==> src/sv/drc_pkg.sv <==
package drc_pkg;

    localparam int TableDepth = 16;
    localparam int IdxW = $clog2(TableDepth);
    localparam int CntW = $clog2(TableDepth + 1);

    typedef enum logic [2:0] {
        ST_STORED = 3'd0,
        ST_DUP    = 3'd1,
        ST_OFF    = 3'd2,
        ST_FULL   = 3'd3,
        ST_DRAIN  = 3'd4,
        ST_EMPTY  = 3'd5
    } t_status;

    typedef enum logic [2:0] {
        S_IDLE,
        S_CLIP,
        S_WALK,
        S_AREA,
        S_MATH,
        S_DRAIN
    } t_state;

    typedef struct packed {
        logic signed [15:0] left;
        logic signed [15:0] top;
        logic [14:0]        width;
        logic [14:0]        height;
    } t_rect;

    typedef struct packed {
        logic load;
        logic clip;
        logic rd;
        logic judge;
        logic finish;
        logic drain_rd;
        logic drain_emit;
    } t_cmd;

    typedef struct packed {
        logic is_drain;
        logic walk_done;
        logic drain_done;
        logic empty;
    } t_stat;

endpackage

==> src/sv/drc_ctrl.sv <==
module drc_ctrl import drc_pkg::*; (
    input  logic  i_clk,
    input  logic  i_rst_n,
    input  logic  start,
    output logic  busy,
    input  t_stat i_stat,
    output t_cmd  o_cmd
);

    t_state r_state, n_state;

    always_ff @(posedge i_clk) begin
        if (!i_rst_n) r_state <= S_IDLE;
        else          r_state <= n_state;
    end

    always_comb begin
        n_state = r_state;
        o_cmd   = '0;
        busy    = (r_state != S_IDLE);
        case (r_state)
            S_IDLE: begin
                if (start) begin
                    o_cmd.load = 1'b1;
                    n_state    = S_CLIP;
                end
            end
            S_CLIP: begin
                if (i_stat.is_drain) begin
                    if (i_stat.empty) begin
                        o_cmd.drain_emit = 1'b1;
                        n_state          = S_IDLE;
                    end else begin
                        o_cmd.drain_rd = 1'b1;
                        n_state        = S_DRAIN;
                    end
                end else begin
                    o_cmd.clip = 1'b1;
                    n_state    = S_WALK;
                end
            end
            S_WALK: begin
                if (i_stat.walk_done) begin
                    o_cmd.finish = 1'b1;
                    n_state      = S_IDLE;
                end else begin
                    o_cmd.rd = 1'b1;
                    n_state  = S_AREA;
                end
            end
            // wait in S_AREA while the area products settle
            S_AREA: n_state = S_MATH;
            S_MATH: begin
                o_cmd.judge = 1'b1;
                n_state     = S_WALK;
            end
            S_DRAIN: begin
                o_cmd.drain_emit = 1'b1;
                if (i_stat.drain_done) n_state = S_IDLE;
                else                   o_cmd.drain_rd = 1'b1;
            end
            default: n_state = S_IDLE;
        endcase
    end

endmodule

==> src/sv/drc_datapath.sv <==
module drc_datapath import drc_pkg::*; (
    input  logic        i_clk,
    input  logic        i_rst_n,
    input  t_cmd        i_cmd,
    output t_stat       o_stat,
    input  logic        i_kind,
    input  logic [14:0] i_rect_left,
    input  logic [14:0] i_rect_top,
    input  logic [13:0] i_rect_width,
    input  logic [13:0] i_rect_height,
    input  logic [13:0] i_sw,
    input  logic [13:0] i_sh,
    output logic        o_valid,
    output logic [2:0]  o_status,
    output logic [12:0] o_out_left,
    output logic [12:0] o_out_top,
    output logic [13:0] o_out_width,
    output logic [13:0] o_out_height,
    output logic [4:0]  o_entry_count,
    output logic        o_last
);

    t_rect mem [TableDepth];
    t_rect r_e, r_c, r_nr;
    logic  r_kind, r_add, r_off;
    logic signed [15:0] r_il, r_it;
    logic [13:0] r_iw, r_ih;
    logic [CntW-1:0] r_cnt, r_rd, r_kept;
    logic [29:0] r_ea, r_ca;
    logic [29:0] r_ba;

    // clipped size limits
    logic [14:0] sw, sh;
    assign sw = (i_sw == 14'd0) ? 15'd1 : (i_sw > 14'd8192 ? 15'd8192 : {1'b0, i_sw});
    assign sh = (i_sh == 14'd0) ? 15'd1 : (i_sh > 14'd8192 ? 15'd8192 : {1'b0, i_sh});

    logic signed [16:0] ir, ib, cr, cb;
    logic ov;
    always_comb begin
        ir = 17'(r_il) + 17'(signed'({1'b0, r_iw})) - 17'sd1;
        ib = 17'(r_it) + 17'(signed'({1'b0, r_ih})) - 17'sd1;
        cr = 17'(signed'({2'b0, sw})) - 17'sd1;
        cb = 17'(signed'({2'b0, sh})) - 17'sd1;
        ov = (17'sd0 < ir) && (cr > 17'(r_il)) && (17'sd0 < ib) && (cb > 17'(r_it));
    end

    logic signed [16:0] cl, ct, rr, rb, cw, ch;
    always_comb begin
        cl = (r_il > 16'sd0) ? 17'(r_il) : 17'sd0;
        ct = (r_it > 16'sd0) ? 17'(r_it) : 17'sd0;
        rr = (ir < cr) ? ir : cr;
        rb = (ib < cb) ? ib : cb;
        cw = rr - cl + 17'sd1;
        ch = rb - ct + 17'sd1;
    end

    // entry versus clipped rect
    logic signed [16:0] er, eb, kr, kb, bl, bt, br2, bb2;
    logic e_ov;
    always_comb begin
        er   = 17'(r_e.left) + 17'(signed'({1'b0, r_e.width})) - 17'sd1;
        eb   = 17'(r_e.top) + 17'(signed'({1'b0, r_e.height})) - 17'sd1;
        kr   = 17'(r_c.left) + 17'(signed'({1'b0, r_c.width})) - 17'sd1;
        kb   = 17'(r_c.top) + 17'(signed'({1'b0, r_c.height})) - 17'sd1;
        e_ov = (r_c.left < 16'(er)) && (kr > 17'(r_e.left)) &&
               (r_c.top < 16'(eb)) && (kb > 17'(r_e.top));
        bl   = (r_e.left < r_c.left) ? 17'(r_e.left) : 17'(r_c.left);
        bt   = (r_e.top < r_c.top) ? 17'(r_e.top) : 17'(r_c.top);
        br2  = (er > kr) ? er : kr;
        bb2  = (eb > kb) ? eb : kb;
    end

    logic [14:0] bw, bh;
    assign bw = 15'(br2 - bl + 17'sd1);
    assign bh = 15'(bb2 - bt + 17'sd1);

    logic keep_w, full_w, same_w;
    assign same_w = (r_e == r_c);
    assign full_w = (r_kept >= CntW'(TableDepth));
    assign keep_w = same_w || !e_ov || (r_ba > r_ea + r_ca);

    // bounding-box area product, registered into r_ba ahead of judge
    logic [29:0] n_ba;
    assign n_ba = 30'(bw) * 30'(bh);

    assign o_stat.is_drain   = r_kind;
    assign o_stat.empty      = (r_cnt == '0);
    assign o_stat.walk_done  = (r_rd >= r_cnt);
    assign o_stat.drain_done = (r_rd >= r_cnt);

    always_ff @(posedge i_clk) begin
        if (i_cmd.rd || i_cmd.drain_rd) r_e <= mem[r_rd[IdxW-1:0]];
        if (i_cmd.judge && keep_w)
            mem[r_kept[IdxW-1:0]] <= r_e;
        if (i_cmd.finish && !r_off && r_add && !full_w)
            mem[r_kept[IdxW-1:0]] <= r_nr;
    end

    always_ff @(posedge i_clk) begin
        if (!i_rst_n) begin
            r_cnt   <= '0;
            o_valid <= 1'b0;
        end else begin
            o_valid <= i_cmd.finish || i_cmd.drain_emit;
            if (i_cmd.load) begin
                r_kind <= i_kind;
                r_il   <= 16'(signed'(i_rect_left));
                r_it   <= 16'(signed'(i_rect_top));
                r_iw   <= i_rect_width;
                r_ih   <= i_rect_height;
                r_rd   <= '0;
                r_kept <= '0;
                r_add  <= 1'b1;
            end
            if (i_cmd.clip) begin
                r_off         <= !ov;
                r_c.left      <= 16'(cl);
                r_c.top       <= 16'(ct);
                r_c.width     <= 15'(cw);
                r_c.height    <= 15'(ch);
                r_nr.left     <= 16'(cl);
                r_nr.top      <= 16'(ct);
                r_nr.width    <= 15'(cw);
                r_nr.height   <= 15'(ch);
                r_ca          <= 30'(15'(cw)) * 30'(15'(ch));
                if (!ov) r_rd <= r_cnt;
            end
            if (i_cmd.rd) r_rd <= r_rd + 1'b1;
            if (i_cmd.drain_rd) r_rd <= r_rd + 1'b1;
            if (i_cmd.judge) begin
                if (same_w) r_add <= 1'b0;
                if (keep_w) r_kept <= r_kept + 1'b1;
                else begin
                    r_nr.left   <= 16'(bl);
                    r_nr.top    <= 16'(bt);
                    r_nr.width  <= bw;
                    r_nr.height <= bh;
                end
            end
            if (i_cmd.finish) begin
                o_last <= 1'b1;
                if (r_off) begin
                    o_status <= ST_OFF;
                    {o_out_left, o_out_top, o_out_width, o_out_height} <= '0;
                    o_entry_count <= 5'(r_cnt);
                end else begin
                    r_cnt <= r_kept + ((r_add && !full_w) ? 1'b1 : 1'b0);
                    o_entry_count <= 5'(r_kept + ((r_add && !full_w) ? 1'b1 : 1'b0));
                    o_status <= !r_add ? ST_DUP : (full_w ? ST_FULL : ST_STORED);
                    o_out_left   <= 13'(!r_add ? r_c.left : r_nr.left);
                    o_out_top    <= 13'(!r_add ? r_c.top : r_nr.top);
                    o_out_width  <= 14'(!r_add ? r_c.width : r_nr.width);
                    o_out_height <= 14'(!r_add ? r_c.height : r_nr.height);
                end
            end
            if (i_cmd.drain_emit) begin
                o_entry_count <= '0;
                if (r_cnt == '0) begin
                    o_status <= ST_EMPTY;
                    o_last   <= 1'b1;
                    {o_out_left, o_out_top, o_out_width, o_out_height} <= '0;
                end else begin
                    o_status     <= ST_DRAIN;
                    o_last       <= (r_rd >= r_cnt);
                    o_out_left   <= 13'(r_e.left);
                    o_out_top    <= 13'(r_e.top);
                    o_out_width  <= 14'(r_e.width);
                    o_out_height <= 14'(r_e.height);
                    if (r_rd >= r_cnt) r_cnt <= '0;
                end
            end
        end
    end

    // stage areas the cycle after the entry is read
    always_ff @(posedge i_clk) begin
        r_ea <= 30'(r_e.width) * 30'(r_e.height);
        r_ba <= n_ba;
    end

endmodule

==> src/sv/dirty_rect_coalescing_table.sv <==
// Dirty rectangle coalescing table.
// Command channel: raise start with kind and the rectangle fields; the word is
// taken at a clock edge where start is high and busy is low. busy drops in the
// cycle that shows the last result of that word, so the next word can be taken
// at the edge that ends that cycle.
// Results appear on o_status and the rectangle ports for one cycle each,
// flagged by o_valid; o_last marks the final result of a command.
// An add runs from the accepting edge through clip, then per stored entry a
// read, an area stage and a compare/compact step, then the append, walking
// one stored entry at a time. A drain reads its first entry in the clip state
// and emits it from the drain state, then shows one entry per cycle; an empty
// drain answers straight from the clip state.
// Config port: i_cfg_valid/o_cfg_ready with i_cfg_index and i_cfg_data; index 0
// is screen width, 1 screen height. o_cfg_ready is always high.
// Reset (synchronous, active low) empties the table and loads 1024 x 768.
// The receiver cannot stall: every result is taken in the cycle it shows.
module dirty_rect_coalescing_table import drc_pkg::*; (
    input  logic        i_clk,
    input  logic        i_rst_n,
    input  logic        start,
    output logic        busy,
    input  logic        i_kind,
    input  logic [14:0] i_rect_left,
    input  logic [14:0] i_rect_top,
    input  logic [13:0] i_rect_width,
    input  logic [13:0] i_rect_height,
    input  logic        i_cfg_valid,
    output logic        o_cfg_ready,
    input  logic        i_cfg_index,
    input  logic [13:0] i_cfg_data,
    output logic        o_valid,
    output logic [2:0]  o_status,
    output logic [12:0] o_out_left,
    output logic [12:0] o_out_top,
    output logic [13:0] o_out_width,
    output logic [13:0] o_out_height,
    output logic [4:0]  o_entry_count,
    output logic        o_last
);

    t_cmd  cmd;
    t_stat stat;
    logic [13:0] r_sw, r_sh;

    assign o_cfg_ready = 1'b1;

    always_ff @(posedge i_clk) begin
        if (!i_rst_n) begin
            r_sw <= 14'd1024;
            r_sh <= 14'd768;
        end else if (i_cfg_valid) begin
            if (i_cfg_index) r_sh <= i_cfg_data;
            else             r_sw <= i_cfg_data;
        end
    end

    drc_ctrl u_ctrl (
        .i_clk   (i_clk),
        .i_rst_n (i_rst_n),
        .start   (start),
        .busy    (busy),
        .i_stat  (stat),
        .o_cmd   (cmd)
    );

    drc_datapath u_dp (
        .i_clk         (i_clk),
        .i_rst_n       (i_rst_n),
        .i_cmd         (cmd),
        .o_stat        (stat),
        .i_kind        (i_kind),
        .i_rect_left   (i_rect_left),
        .i_rect_top    (i_rect_top),
        .i_rect_width  (i_rect_width),
        .i_rect_height (i_rect_height),
        .i_sw          (r_sw),
        .i_sh          (r_sh),
        .o_valid       (o_valid),
        .o_status      (o_status),
        .o_out_left    (o_out_left),
        .o_out_top     (o_out_top),
        .o_out_width   (o_out_width),
        .o_out_height  (o_out_height),
        .o_entry_count (o_entry_count),
        .o_last        (o_last)
    );

endmodule

==> config.mk <==
export PLATFORM = sky130hd
export DESIGN_NAME = dirty_rect_coalescing_table
export DESIGN_NICKNAME = d
export VERILOG_FILES = /design/src/sv/drc_pkg.sv /design/src/sv/drc_ctrl.sv /design/src/sv/drc_datapath.sv /design/src/sv/dirty_rect_coalescing_table.sv
export SDC_FILE = /design/constraint.sdc
export NUM_CORES = 2
export LEC_CHECK = 0
export ABC_AREA = 0
export BUFFER_PORTS_ARGS = -buffer_cell sky130_fd_sc_hd__clkbuf_2
export CORE_MARGIN = 2
export CORE_UTILIZATION = 35
export CTS_BUF_LIST = sky130_fd_sc_hd__clkbuf_4 sky130_fd_sc_hd__clkbuf_8
export CTS_CLUSTER_SIZE = 24
export DETAILED_ROUTE_END_ITERATION = 16
export PLACE_DENSITY = 0.48
export SLEW_MARGIN = 25
export SYNTH_ARGS = -nofsm -noshare
export SYNTH_HDL_FRONTEND = slang
export SYNTH_SLANG_ARGS = --single-unit
export TNS_END_PERCENT = 30
==> constraint.sdc <==
create_clock -name i_clk -period 13.6 [get_ports i_clk]
set_clock_uncertainty 0.1 [all_clocks]
set_input_delay 2.72 -clock i_clk [delete_from_list [all_inputs] [get_ports i_clk]]
set_output_delay 2.72 -clock i_clk [all_outputs]
set_load 0.05 [all_outputs]
==> impl_metrics.json <==
{
  "outcome": "completed",
  "rr_worst_depth": 55,
  "cts-hold-fix-buffers": 0,
  "synth_largest_area_cell": "edfxtp_1",
  "whs_path_depth": 2,
  "drv_slew": 0,
  "synth.most_common_cell": "edfxtp_1",
  "grt.overflow.total": 0,
  "grt_antenna_before_repair": 20,
  "seq_area_frac_synth": 0.448,
  "synthArstFlopShare": 0,
  "worst_hold_slack_ns": 0.381,
  "grt_pass1_wl_um": 443000,
  "cts_tree": "done",
  "slowest_delay_ns": 0.55,
  "grt_pass1_vias": 63400,
  "crit_fanout": 8,
  "post_drt_wl_per_cell_um": 25.8,
  "synth_area_sq_um": 94000,
  "netlist.area_leader.share": 0.428,
  "r2r-end": "u_dp.r_ba[29]$_DFF_P_",
  "use_met2": 0.359,
  "io_pins": 144,
  "clkLatencyLatePin_ns": 1.04,
  "finalHoldViolations": 0,
  "cp-end-kind": "flip-flop",
  "dieArea_sq_um": 273000,
  "routed_wl_um": 308000,
  "setup_viol": 0,
  "worst_pin_slew_ns": 1.12,
  "regArea_sq_um": 42200,
  "first_pass_iters": 6,
  "ys_types": 87,
  "drive_above_1_share": 0.154,
  "r2r-start": "u_dp.r_e[47]$_DFFE_PP_",
  "antenna_left": 0,
  "arrival_ns": 13.71,
  "clkSinkCount": 1437,
  "die_height_um": 522,
  "clock.fmax_mhz": 76.9,
  "numCtsBuffers": 281,
  "synthTopCellsByCount": "1340 x edfxtp_1, 1119 x inv_1, 821 x ha_1",
  "fin_crit_sh": 0.956,
  "clk_path_buf_depth": 4,
  "maxSlewHeadroom": 0.255,
  "cp_common_cell": "fa_1",
  "drtIter0Drc": 5250,
  "htree_levels": 5,
  "postSynthAreaPerCell_sq_um": 12.1,
  "grt_use_total": 0.224,
  "syn_inst": 7746,
  "dieWidth_um": 522,
  "hp-class": "flip-flop to flip-flop",
  "cp.required_ns": 14.31,
  "min_period_ns": 13.00,
  "ys_seq_elements": 1437,
  "maxCapViolations": 0,
  "gr-usage-met3": 0.0344,
  "startpoint": "u_dp.r_e[47]$_DFFE_PP_",
  "synth-edff-count": 1340,
  "path_clk_slew_ns": 0.06,
  "met1_usage": 0.306,
  "ys_top_cells_by_area": "edfxtp_1 43%, fa_1 12%, ha_1 11%, mux4_2 7.4%, inv_1 4.5%",
  "synth-main-ff-cell": "edfxtp_1",
  "fillCellCount": 25700,
  "synth_warnings": 0,
  "multi_input_comb_area_sq_um": 47300,
  "final_nets": 9666,
  "route.detailed.drc": 0,
  "vias_per_cell": 5.24,
  "whs_endpoint": "r_sw[12]$_SDFFE_PN0P_",
  "hpwl_um": 227000,
  "grt_max_degree": 90,
  "cp_slowest_cell": "fa_1",
  "cts_root_buf": "clkbuf_8",
  "vias": 62600,
  "gp_congestion": 0.958,
  "hp-start": "r_sw[12]$_SDFFE_PN0P_",
  "place.port_buffers": 142,
  "row_count": 190,
  "rrSetupSlack_ns": 0.60,
  "crit_type": "flip-flop to flip-flop",
  "critical_path_buf_inv_count": 6,
  "cpLargestDelayFamily": "adder cells",
  "core-area_sq_um": 268000,
  "syn_to_final_growth_pct": 13.1,
  "initial_utilization": 0.351,
  "critPathLaunchType": "flip-flop",
  "top_usage_layer": "met2"
}
[registers in the layout (all words and copies together) (netlist names), 3 cells and up]
signal,flops
r_sh,14
r_sw,14
u_ctrl.r_state,3
u_dp.mem,992
u_dp.o_entry_count,5
u_dp.o_out_height,14
u_dp.o_out_left,13
u_dp.o_out_top,13
u_dp.o_out_width,14
u_dp.o_status,3
u_dp.r_ba,30
u_dp.r_c,60
u_dp.r_ca,30
u_dp.r_cnt,5
u_dp.r_e,62
u_dp.r_ea,30
u_dp.r_ih,14
u_dp.r_il,15
u_dp.r_it,15
u_dp.r_iw,14
u_dp.r_kept,5
u_dp.r_nr,62
u_dp.r_rd,5
[worst reg2reg max path, delay by kind of cell (launching register included)]
family	cells	cell delay [ns]
fa+ha+maj	14	5.64
mux	2	0.43
compound gates	26	4.80
buf+inv	6	0.48
flops	1	0.38
xor+xnor	2	0.28
simple gates	5	0.76
[metal layers]
| metal | part of all wire | vias to the layer above |
|---|---|---|
| met3 | 0.053 | 465 |
| met1 | 0.44 | 32200 |
| met4 | 0.039 | 6 |
| met2 | 0.47 | 1931 |
| li1 | - | 28000 |
| met5 | 0.00015 | - |
[metrics by stage]
step                setup slack (ns)  utilization  setup TNS [ns]  instances  instance area, sq um
finish                         0.602        0.397               0      11900                106000
global route                 -0.0500        0.397          -0.153      11900                106000
CTS                          0.00246        0.396               0      11900                106000
detailed placement            0.0419        0.377               0      11500                101000
global placement             0.00477        0.376               0      11500                101000
floorplan                      0.200            -               0       7757                 94100
[kinds of logic (layout without fill, tap and decap cells)]
| group | Yosys count | count (layout) | share of synthesized area |
|---|---|---|---|
| buffers and inverters | 1385 | 2007 | 0.0553 |
| other | 2 | 17 | 0.0000799 |
| adders and majority gates | 1390 | 1390 | 0.230 |
| AOI/OAI and AO/OA | 1080 | 1080 | 0.0698 |
| and+or+nand+nor | 1740 | 1740 | 0.0826 |
| xor gates and xnor gates | 289 | 289 | 0.0269 |
| DFF | 1437 | 1437 | 0.448 |
| muxes | 423 | 423 | 0.0864 |
[how the worst max path moves through the flow]
stage / to / slack (ns) / depth (start not counted)
2_1_floorplan: u_dp.r_ba[20]$_DFF_P_ / 0.20 / 59
3_3_place_gp: u_dp.r_ca[29]$_DFFE_PP_ / 0.005 / 48
3_5_place_dp: u_dp.r_ca[29]$_DFFE_PP_ / 0.04 / 49
4_1_cts: u_dp.r_ca[29]$_DFFE_PP_ / 0.002 / 50
5_1_grt: u_dp.r_ba[28]$_DFF_P_ / -0.05 / 56
6_report: u_dp.r_ba[29]$_DFF_P_ / 0.60 / 55
[cell type report]
cell class / instances / area share
clock inverter: 90 / 0.00527
sequential: 1437 / 0.397
timing repair buffer: 416 / 0.0276
clock buffer: 374 / 0.0436
multi-input combinational: 4935 / 0.445
tap: 3552 / 0.0418
inverter: 1127 / 0.0398
antenna: 4 / 0.0000941
[what timing repair did]
item,in CTS,in global routing
endpoints found under the setup margin,2,27
resized for setup,1,45
setup buffers,0,8
pin swaps,0,8
[layout by cell type (no fill, tap or decap), drive strengths merged, types with 310 or more instances in the layout]
master and instances:
o21ai 348, edfxtp 1340, fa 569, ha 821, a21oi 330, nor2 421, clkbuf 515, nand2 788
inv 1125, mux4 310
Power is left out: the tool's default activity adds up to more than one toggle a clock period on the data nets, which glitch-free logic cannot reach.
